--- src/hkem_pkg.sv ---
// ----------------------------------------------------------------------------
// hkem_pkg
// Shared types, constants and key-mapping helpers for the hotkey matcher.
// ----------------------------------------------------------------------------
package hkem_pkg;

    localparam int NUM_SLOTS = 4;
    localparam int SLOT_W    = 12;
    localparam int CFG_IDX_W = 2;
    localparam int KEY_W     = 8;
    localparam int MASK_W    = 4;
    localparam int NUM_KEYS  = 1 << KEY_W;

    // Slot binding layout
    localparam int SLOT_CTRL_BIT  = 8;
    localparam int SLOT_ALT_BIT   = 9;
    localparam int SLOT_SHIFT_BIT = 10;
    localparam int SLOT_EN_BIT    = 11;

    // Key codes with special meaning
    localparam logic [KEY_W-1:0] KEY_SHIFT  = 8'h10;
    localparam logic [KEY_W-1:0] KEY_CTRL   = 8'h11;
    localparam logic [KEY_W-1:0] KEY_ALT    = 8'h12;
    localparam logic [KEY_W-1:0] KEY_LSHIFT = 8'hA0;
    localparam logic [KEY_W-1:0] KEY_RSHIFT = 8'hA1;
    localparam logic [KEY_W-1:0] KEY_LCTRL  = 8'hA2;
    localparam logic [KEY_W-1:0] KEY_RCTRL  = 8'hA3;
    localparam logic [KEY_W-1:0] KEY_LALT   = 8'hA4;
    localparam logic [KEY_W-1:0] KEY_RALT   = 8'hA5;

    typedef enum logic [1:0] {
        CMD_KEY_DOWN   = 2'd0,
        CMD_KEY_UP     = 2'd1,
        CMD_MOUSE_DOWN = 2'd2,
        CMD_IGNORE     = 2'd3
    } cmd_t;

    typedef logic [SLOT_W-1:0] slot_t;
    typedef slot_t [NUM_SLOTS-1:0] slot_array_t;

    // Event held between the front stage and the matcher
    typedef struct packed {
        logic             report;
        logic [KEY_W-1:0] key;
        logic             ctrl;
        logic             alt;
        logic             shift;
    } stage_t;

    function automatic logic is_modifier(input logic [KEY_W-1:0] k);
        return (k == KEY_SHIFT) || (k == KEY_CTRL) || (k == KEY_ALT) ||
               ((k >= KEY_LSHIFT) && (k <= KEY_RALT));
    endfunction

    // Left/right modifier codes fold onto their generic code
    function automatic logic [KEY_W-1:0] generic_of(input logic [KEY_W-1:0] k);
        logic [KEY_W-1:0] g;
        case (k)
            KEY_LSHIFT, KEY_RSHIFT: g = KEY_SHIFT;
            KEY_LCTRL,  KEY_RCTRL:  g = KEY_CTRL;
            KEY_LALT,   KEY_RALT:   g = KEY_ALT;
            default:                g = k;
        endcase
        return g;
    endfunction

endpackage

--- src/hkem_event_if.sv ---
// ----------------------------------------------------------------------------
// hkem_event_if
// Valid/ready channel carrying one keyboard or mouse event per beat.
// ----------------------------------------------------------------------------
interface hkem_event_if;
    logic       valid;
    logic       ready;
    logic [1:0] command;
    logic [7:0] key_code;
    logic       ctrl_down;
    logic       alt_down;
    logic       shift_down;
    logic       target_focused;

    modport source (
        output valid, command, key_code, ctrl_down, alt_down, shift_down,
               target_focused,
        input  ready
    );

    modport sink (
        input  valid, command, key_code, ctrl_down, alt_down, shift_down,
               target_focused,
        output ready
    );
endinterface

--- src/hkem_result_if.sv ---
// ----------------------------------------------------------------------------
// hkem_result_if
// Valid/ready channel carrying one match result per beat.
// ----------------------------------------------------------------------------
interface hkem_result_if;
    logic       valid;
    logic       ready;
    logic       fired;
    logic [3:0] match_mask;

    modport source (
        output valid, fired, match_mask,
        input  ready
    );

    modport sink (
        input  valid, fired, match_mask,
        output ready
    );
endinterface

--- src/hkem_front.sv ---
// ----------------------------------------------------------------------------
// hkem_front
// Input stage: held-key map update and report decision, registered event.
// ----------------------------------------------------------------------------
module hkem_front
    import hkem_pkg::*;
(
    input  logic         clk,
    input  logic         rst_n,
    hkem_event_if.sink   evt,
    input  logic         take,      // matcher takes the stage this cycle
    output logic         s1_valid,
    output stage_t       s1_data
);

    logic [NUM_KEYS-1:0] held_reg;
    logic [NUM_KEYS-1:0] held_next;
    logic                s1_valid_reg;
    logic                s1_valid_next;
    stage_t              s1_data_reg;
    logic                report;
    logic                accept;

    assign evt.ready = !s1_valid_reg || take;
    assign accept    = evt.valid && evt.ready;

    always_comb
    begin
        held_next = held_reg;
        report    = 1'b0;
        unique case (cmd_t'(evt.command))
            CMD_KEY_DOWN:
            begin
                if (!held_reg[evt.key_code])
                begin
                    held_next[evt.key_code] = 1'b1;
                    report                  = evt.target_focused;
                end
            end
            CMD_KEY_UP:
            begin
                held_next[evt.key_code] = 1'b0;
            end
            CMD_MOUSE_DOWN:
            begin
                report = evt.target_focused;
            end
            CMD_IGNORE:
            begin
                report = 1'b0;
            end
        endcase
    end

    assign s1_valid_next = accept || (s1_valid_reg && !take);

    always_ff @(posedge clk or negedge rst_n)
    begin
        if (!rst_n)
        begin
            held_reg     <= '0;
            s1_valid_reg <= 1'b0;
        end
        else
        begin
            s1_valid_reg <= s1_valid_next;
            if (accept)
            begin
                held_reg <= held_next;
            end
        end
    end

    always_ff @(posedge clk)
    begin
        if (accept)
        begin
            s1_data_reg.report <= report;
            s1_data_reg.key    <= evt.key_code;
            s1_data_reg.ctrl   <= evt.ctrl_down;
            s1_data_reg.alt    <= evt.alt_down;
            s1_data_reg.shift  <= evt.shift_down;
        end
    end

    assign s1_valid = s1_valid_reg;
    assign s1_data  = s1_data_reg;

`ifndef SYNTHESIS
    a_down_sets_held: assert property (@(posedge clk) disable iff (!rst_n)
        accept && (evt.command == CMD_KEY_DOWN) |=> held_reg[$past(evt.key_code)])
        else $error("key down did not mark key held");

    a_up_clears_held: assert property (@(posedge clk) disable iff (!rst_n)
        accept && (evt.command == CMD_KEY_UP) |=> !held_reg[$past(evt.key_code)])
        else $error("key up did not release key");

    a_stage_holds: assert property (@(posedge clk) disable iff (!rst_n)
        s1_valid_reg && !take |=> s1_valid_reg && $stable(s1_data_reg))
        else $error("stalled event lost or changed");
`endif

endmodule

--- src/hkem_match.sv ---
// ----------------------------------------------------------------------------
// hkem_match
// Parallel slot compare and registered result.
// ----------------------------------------------------------------------------
module hkem_match
    import hkem_pkg::*;
(
    input  logic          clk,
    input  logic          rst_n,
    input  logic          s1_valid,
    input  stage_t        s1_data,
    input  slot_array_t   slots,
    output logic          take,
    hkem_result_if.source res
);

    logic              out_valid_reg;
    logic              out_valid_next;
    logic              fired_reg;
    logic [MASK_W-1:0] mask_reg;
    logic [MASK_W-1:0] mask_next;
    logic [KEY_W-1:0]  gen_key;

    assign take    = s1_valid && (!out_valid_reg || res.ready);
    assign gen_key = generic_of(s1_data.key);

    always_comb
    begin
        logic [KEY_W-1:0] bk;
        logic             key_hit;
        logic             mod_hit;
        mask_next = '0;
        for (int i = 0; i < NUM_SLOTS; i++)
        begin
            bk      = slots[i][KEY_W-1:0];
            key_hit = (bk == s1_data.key) || (bk == gen_key);
            mod_hit = is_modifier(bk) ||
                      ((slots[i][SLOT_CTRL_BIT]  == s1_data.ctrl) &&
                       (slots[i][SLOT_ALT_BIT]   == s1_data.alt) &&
                       (slots[i][SLOT_SHIFT_BIT] == s1_data.shift));
            if (i < MASK_W)
            begin
                mask_next[i] = s1_data.report && slots[i][SLOT_EN_BIT] &&
                               key_hit && mod_hit;
            end
        end
    end

    assign out_valid_next = take || (out_valid_reg && !res.ready);

    always_ff @(posedge clk or negedge rst_n)
    begin
        if (!rst_n)
        begin
            out_valid_reg <= 1'b0;
        end
        else
        begin
            out_valid_reg <= out_valid_next;
        end
    end

    always_ff @(posedge clk)
    begin
        if (take)
        begin
            fired_reg <= s1_data.report;
            mask_reg  <= mask_next;
        end
    end

    assign res.valid      = out_valid_reg;
    assign res.fired      = fired_reg;
    assign res.match_mask = mask_reg;

`ifndef SYNTHESIS
    a_mask_needs_fire: assert property (@(posedge clk) disable iff (!rst_n)
        out_valid_reg && !fired_reg |-> (mask_reg == '0))
        else $error("match mask set on unreported event");

    a_take_loads: assert property (@(posedge clk) disable iff (!rst_n)
        take |=> out_valid_reg)
        else $error("taken event produced no result");

    a_result_holds: assert property (@(posedge clk) disable iff (!rst_n)
        out_valid_reg && !res.ready |=>
            out_valid_reg && $stable(fired_reg) && $stable(mask_reg))
        else $error("stalled result lost or changed");
`endif

endmodule

--- src/hotkey_event_matcher_unit.sv ---
// ----------------------------------------------------------------------------
// hotkey_event_matcher_unit
// Hotkey matcher: held-key filter plus compare against four slot bindings.
// ----------------------------------------------------------------------------
// Usage:
//   evt  : valid/ready sink, one key/mouse event per beat.
//   res  : valid/ready source, exactly one result beat per event beat.
//   cfg  : write port (cfg_wr_en, cfg_index, cfg_wdata); write slot
//          bindings only while no event is in flight.
// Pipeline: an accepted event passes the input register, then the compare
//   into the result register, from which its result beat goes out.
// Throughput: one event per cycle while res.ready is high; the held-key
//   map is read and updated in the accept cycle, so back-to-back events on
//   the same key see each other's update.
// Reset: held-key map cleared (no key held), all slots disabled, both
//   pipeline registers empty. evt.ready is high right after reset.
// Stall: when res.ready is low the result register holds, the input
//   register fills behind it, and evt.ready drops once both are full.
//   Nothing is lost or repeated.
// ----------------------------------------------------------------------------
module hotkey_event_matcher_unit
    import hkem_pkg::*;
(
    input  logic                 clk,
    input  logic                 rst_n,
    hkem_event_if.sink           evt,
    hkem_result_if.source        res,
    input  logic                 cfg_wr_en,
    input  logic [CFG_IDX_W-1:0] cfg_index,
    input  logic [SLOT_W-1:0]    cfg_wdata
);

    // Slot binding registers, one per slot
    slot_array_t slot_reg;
    logic        take;
    logic        s1_valid;
    stage_t      s1_data;

    always_ff @(posedge clk or negedge rst_n)
    begin
        if (!rst_n)
        begin
            slot_reg <= '0;
        end
        else if (cfg_wr_en)
        begin
            for (int i = 0; i < NUM_SLOTS; i++)
            begin
                if (cfg_index == CFG_IDX_W'(i))
                begin
                    slot_reg[i] <= cfg_wdata;
                end
            end
        end
    end

    // Held-key filter and input register
    hkem_front u_front (
        .clk      (clk),
        .rst_n    (rst_n),
        .evt      (evt),
        .take     (take),
        .s1_valid (s1_valid),
        .s1_data  (s1_data)
    );

    // Slot compare and result register
    hkem_match u_match (
        .clk      (clk),
        .rst_n    (rst_n),
        .s1_valid (s1_valid),
        .s1_data  (s1_data),
        .slots    (slot_reg),
        .take     (take),
        .res      (res)
    );

endmodule

--- src/flat_wrapper.sv ---
// flat-port wrapper written by rule: the top's interface ports become plain ports
module hotkey_event_matcher_unit_flat import hkem_pkg::*;
  (clk, rst_n, cfg_wr_en, cfg_index, cfg_wdata, evt_valid, evt_command, evt_key_code, evt_ctrl_down, evt_alt_down, evt_shift_down, evt_target_focused, evt_ready, res_valid, res_fired, res_match_mask, res_ready);
  hkem_event_if evt_i ();
  hkem_result_if res_i ();
  input  logic clk;
  input  logic rst_n;
  input  logic cfg_wr_en;
  input  logic [CFG_IDX_W-1:0] cfg_index;
  input  logic [SLOT_W-1:0] cfg_wdata;
  input wire logic [$bits(evt_i.valid)-1:0] evt_valid;
  input wire logic [$bits(evt_i.command)-1:0] evt_command;
  input wire logic [$bits(evt_i.key_code)-1:0] evt_key_code;
  input wire logic [$bits(evt_i.ctrl_down)-1:0] evt_ctrl_down;
  input wire logic [$bits(evt_i.alt_down)-1:0] evt_alt_down;
  input wire logic [$bits(evt_i.shift_down)-1:0] evt_shift_down;
  input wire logic [$bits(evt_i.target_focused)-1:0] evt_target_focused;
  output wire logic [$bits(evt_i.ready)-1:0] evt_ready;
  output wire logic [$bits(res_i.valid)-1:0] res_valid;
  output wire logic [$bits(res_i.fired)-1:0] res_fired;
  output wire logic [$bits(res_i.match_mask)-1:0] res_match_mask;
  input wire logic [$bits(res_i.ready)-1:0] res_ready;
  assign evt_i.valid = evt_valid;
  assign evt_i.command = evt_command;
  assign evt_i.key_code = evt_key_code;
  assign evt_i.ctrl_down = evt_ctrl_down;
  assign evt_i.alt_down = evt_alt_down;
  assign evt_i.shift_down = evt_shift_down;
  assign evt_i.target_focused = evt_target_focused;
  assign evt_ready = evt_i.ready;
  assign res_valid = res_i.valid;
  assign res_fired = res_i.fired;
  assign res_match_mask = res_i.match_mask;
  assign res_i.ready = res_ready;
  hotkey_event_matcher_unit u_core (.clk(clk), .rst_n(rst_n), .evt(evt_i), .res(res_i), .cfg_wr_en(cfg_wr_en), .cfg_index(cfg_index), .cfg_wdata(cfg_wdata));
endmodule
--- config.mk ---
export PLATFORM = sky130hd
export DESIGN_NAME = hotkey_event_matcher_unit_flat
export DESIGN_NICKNAME = d
export VERILOG_FILES = /design/src/hkem_pkg.sv /design/src/hkem_event_if.sv /design/src/hkem_result_if.sv /design/src/hkem_front.sv /design/src/hkem_match.sv /design/src/hotkey_event_matcher_unit.sv /design/src/flat_wrapper.sv
export SDC_FILE = /design/constraint.sdc
export NUM_CORES = 1
export LEC_CHECK = 0
export BUFFER_PORTS_ARGS = -buffer_cell sky130_fd_sc_hd__buf_2
export CAP_MARGIN = 5
export CORE_UTILIZATION = 53
export CTS_BUF_LIST = sky130_fd_sc_hd__clkbuf_8
export DETAILED_ROUTE_END_ITERATION = 12
export HOLD_SLACK_MARGIN = 0.1
export PLACE_DENSITY_LB_ADDON = 0.08
export SYNTH_ARGS = -nofsm -noshare
export SYNTH_HDL_FRONTEND = slang
export SYNTH_SLANG_ARGS = --single-unit
--- constraint.sdc ---
create_clock -name clk -period 8 [get_ports clk]
set_input_delay 1.6 -clock clk [delete_from_list [all_inputs] [get_ports clk]]
set_output_delay 1.6 -clock clk [all_outputs]
set_load 0.02 [all_outputs]
==> results.sh <==
export IMPL_slew_viol_final=0
export IMPL_power_density_mw_per_mm2=195.9
export IMPL_rsz0062_at_grt="false"
export IMPL_drv_cap=0
export IMPL_synth_seq_cells=323
export IMPL_internal_power_w=0.002642
export IMPL_min_period_ns=4.996
export IMPL_syn_area_per_cell_sq_um=11.64
export IMPL_clock_latency_ns=0.64
export IMPL_path_clk_slew_ns=0.06
export IMPL_worstHoldPathType="register to register"
export IMPL_fin_skew_ns=0.01906
export IMPL_cts_buffer_depth=3
export IMPL_slowest_stage="buf_4"
export IMPL_ir_drop_mv=0.1257
export IMPL_synth_edf_count=17
export IMPL_endpoint_kind="register"
export IMPL_cts_buffers=56
export IMPL_finalNonFillerCells=1957
export IMPL_grt_pass1_wl_mm=73.08
export IMPL_postSynth_asyncResetShare_pct=94.74
export IMPL_wirelength_mm=45.53
export IMPL_cts_setup_buffers=0
export IMPL_crit_path_max_incr_delay_ns=0.73
export IMPL_path_buf_inv=3
export IMPL_cts_htree_levels=2
export IMPL_syn_area_sq_mm=0.01769
export IMPL_worstSetupPathType="input port to register"
export IMPL_start_util_pct=54.09
export IMPL_clock_sinks=323
export IMPL_p_clk_share_pct=38.2
export IMPL_first_iter_violations=1089
export IMPL_grt_max_degree=257
export IMPL_place_area_sq_mm=0.01793
export IMPL_yosys_area_top_type="dfrtp_1"
export IMPL_setup_tns_ns=0
export IMPL_cp_cell_sequence="buf_6 > buf_4 > mux2i_1 > a22oi_1 > a21oi_1 > or4_1 > o311a_1 > a221oi_4 > buf_4 > nor4_1 > mux2_1"
export IMPL_seq_power_share_pct=49.1
export IMPL_cts_tree="done"
export IMPL_use_met2_pct=42.67
export IMPL_grt_pass1_vias=12669
export IMPL_ctsHoldBuffers=0
export IMPL_dr_total_vias=12655
export IMPL_p_leak_nw=8.321
export IMPL_yosysSeqAreaShare_pct=46.18
export IMPL_dr_pass1_iters=5
export IMPL_fin_area_sq_mm=0.01897
export IMPL_ios=40
export IMPL_wl_per_cell_um=23.26
export IMPL_p_sw_w=0.001075
export IMPL_synthFlopType="dfrtp_1"
export IMPL_cts_repair_resized=0
export IMPL_finalCritPeriodShare_pct=62.45
export IMPL_cpMostUsedCell="buf_4"
export IMPL_synthCells=1519
export IMPL_holdWs_ns=0.4794
export IMPL_hpwl_mm=25.75
export IMPL_met1_usage_pct=39.29
export IMPL_rows=66
export IMPL_antenna_found_initial=0
export IMPL_synthTopCellsByArea="dfrtp_1 (43%), mux2_1 (10%), mux2_2 (9.1%)"
export IMPL_total_power_w=0.003717
export IMPL_synth_most_common_cell="dfrtp_1"
export IMPL_fmax_mhz=200.2
export IMPL_place_congestion=0.9040
export IMPL_grt_use_total_pct=27.50
export IMPL_vias_per_cell=6.467
export IMPL_arrival_ns=5.50
export IMPL_finalSetupViolCount=0
export IMPL_drtAntennaViolNets=0
export IMPL_dieWidth_um=184.7
export IMPL_drive_gt1_share_pct=21.80
export IMPL_cp_required_ns=8.50
export IMPL_synth_common_cells="dfrtp_1 (306), nor4_1 (237), mux2_1 (159)"
export IMPL_max_slew_margin_pct=22.99
export IMPL_io_buffer_count=39
export IMPL_drc=0
export IMPL_fin_nets=1505
export IMPL_synth_distinct_cells=50
export IMPL_coreArea_sq_mm=0.03270
export IMPL_status="completed"
export IMPL_dp_cells=1856
export IMPL_dieArea_sq_mm=0.03411
export IMPL_overflow=0
export IMPL_area_growth_pct=7.258
export IMPL_die_height_um=184.7
export IMPL_cts_root_buffer="clkbuf_8"
export IMPL_busiest_layer="met2"
export IMPL_max_slew_worst_pin_slew_ns=1.150
export IMPL_combPwrFrac_pct=12.7
export IMPL_hold_violations=0
export IMPL_netlist_area_leader_share_pct=43.29
export IMPL_ys_warn_count=0
export IMPL_critPathMaxFanout=84
export IMPL_switching_share_pct=28.92
export IMPL_syn_nets=1552
export IMPL_grt_use_met3_pct=5.177
export IMPL_crit_path_start_kind="input port"
export IMPL_path_delay_family="buffers and inverters"
==> path summary, 6_finish.rpt <==
path / from / end / slack [ns] / cells after the start
worst max-delay path: evt_key_code[0] / register / 3.00 / 11
worst min-delay path: register / register / 0.48 / 1
worst max register to register: register / register / 4.49 / 9
worst min register to register: register / register / 0.48 / 1
max in group asynchronous: rst_n / asynchronous set/reset pin / 5.36 / 2
min in group asynchronous: rst_n / asynchronous set/reset pin / 1.08 / 1
==> cells in the final DEF (no fill, tap or decap), drive strengths merged, types with 18 or more instances in the layout <==
master	instances
a21oi	27
a22oi	27
buf	57
clkbuf	65
dfrtp	306
inv	42
mux2	302
mux2i	61
mux4	42
nand2	91
nor2	33
nor4	237
nor4b	26
o21ai	18
xor2	27
==> power groups by stage <==
stage | Sequential (W) | Clock [W] | Combinational (W)
final | 0.00182 | 0.00142 | 0.000473
after global routing | 0.00184 | 0.00153 | 0.000515
after CTS | 0.00182 | 0.00146 | 0.000474
after detailed placement | 0.00185 | 0 | 0.000473
after global placement | 0.00185 | 0 | 0.000467
after floorplan | 0.00182 | 0 | 0.000347
==> kinds of logic after synthesis <==
| logic type | Yosys count | share of synthesized area [%] |
|---|---|---|
| multiplexers | 405 | 28.03 |
| XOR/XNOR | 40 | 1.981 |
| buffers and inverters | 177 | 4.648 |
| AND/OR/NAND/NOR | 451 | 14.47 |
| flip-flops | 323 | 46.18 |
| AO/OA/AOI/OAI | 123 | 4.697 |
==> worst reg2reg max path, cell delays in order, from the launching register on <==
cell,delay [ns]
dfrtp_1,0.39
mux4_2,0.45
a22o_1,0.24
a2111oi_0,0.38
a21oi_1,0.13
a221oi_2,0.38
a221oi_4,0.13
buf_4,0.40
nor4b_1,0.51
mux2_2,0.37
==> metrics by stage <==
step	utilization, %	setup slack (ns)
final	58.01	3.004
after global routing	58.00	2.751
after CTS	58.00	3.067
after detailed placement	54.82	2.388
after global placement	54.82	2.435
after floorplan	-	3.534
==> per-layer routing <==
metal	share of wire [%]	routed length (um)
met1	46	20880
met2	47	21370
met3	5.1	2302
met4	2.1	975
met5	0	0
==> area by class of cell <==
cell class | count | area, sq um
diodes | 1 | 2.502
clock buffers | 65 | 894.6
clock inverters | 35 | 146.4
fillers | 2771 | 13730
inverters | 15 | 56.30
multi-input cells | 1019 | 8741
flip-flops and latches | 323 | 8168
well taps | 442 | 553.0
repair buffers | 57 | 409.1
(Power assumes the default switching activity.)
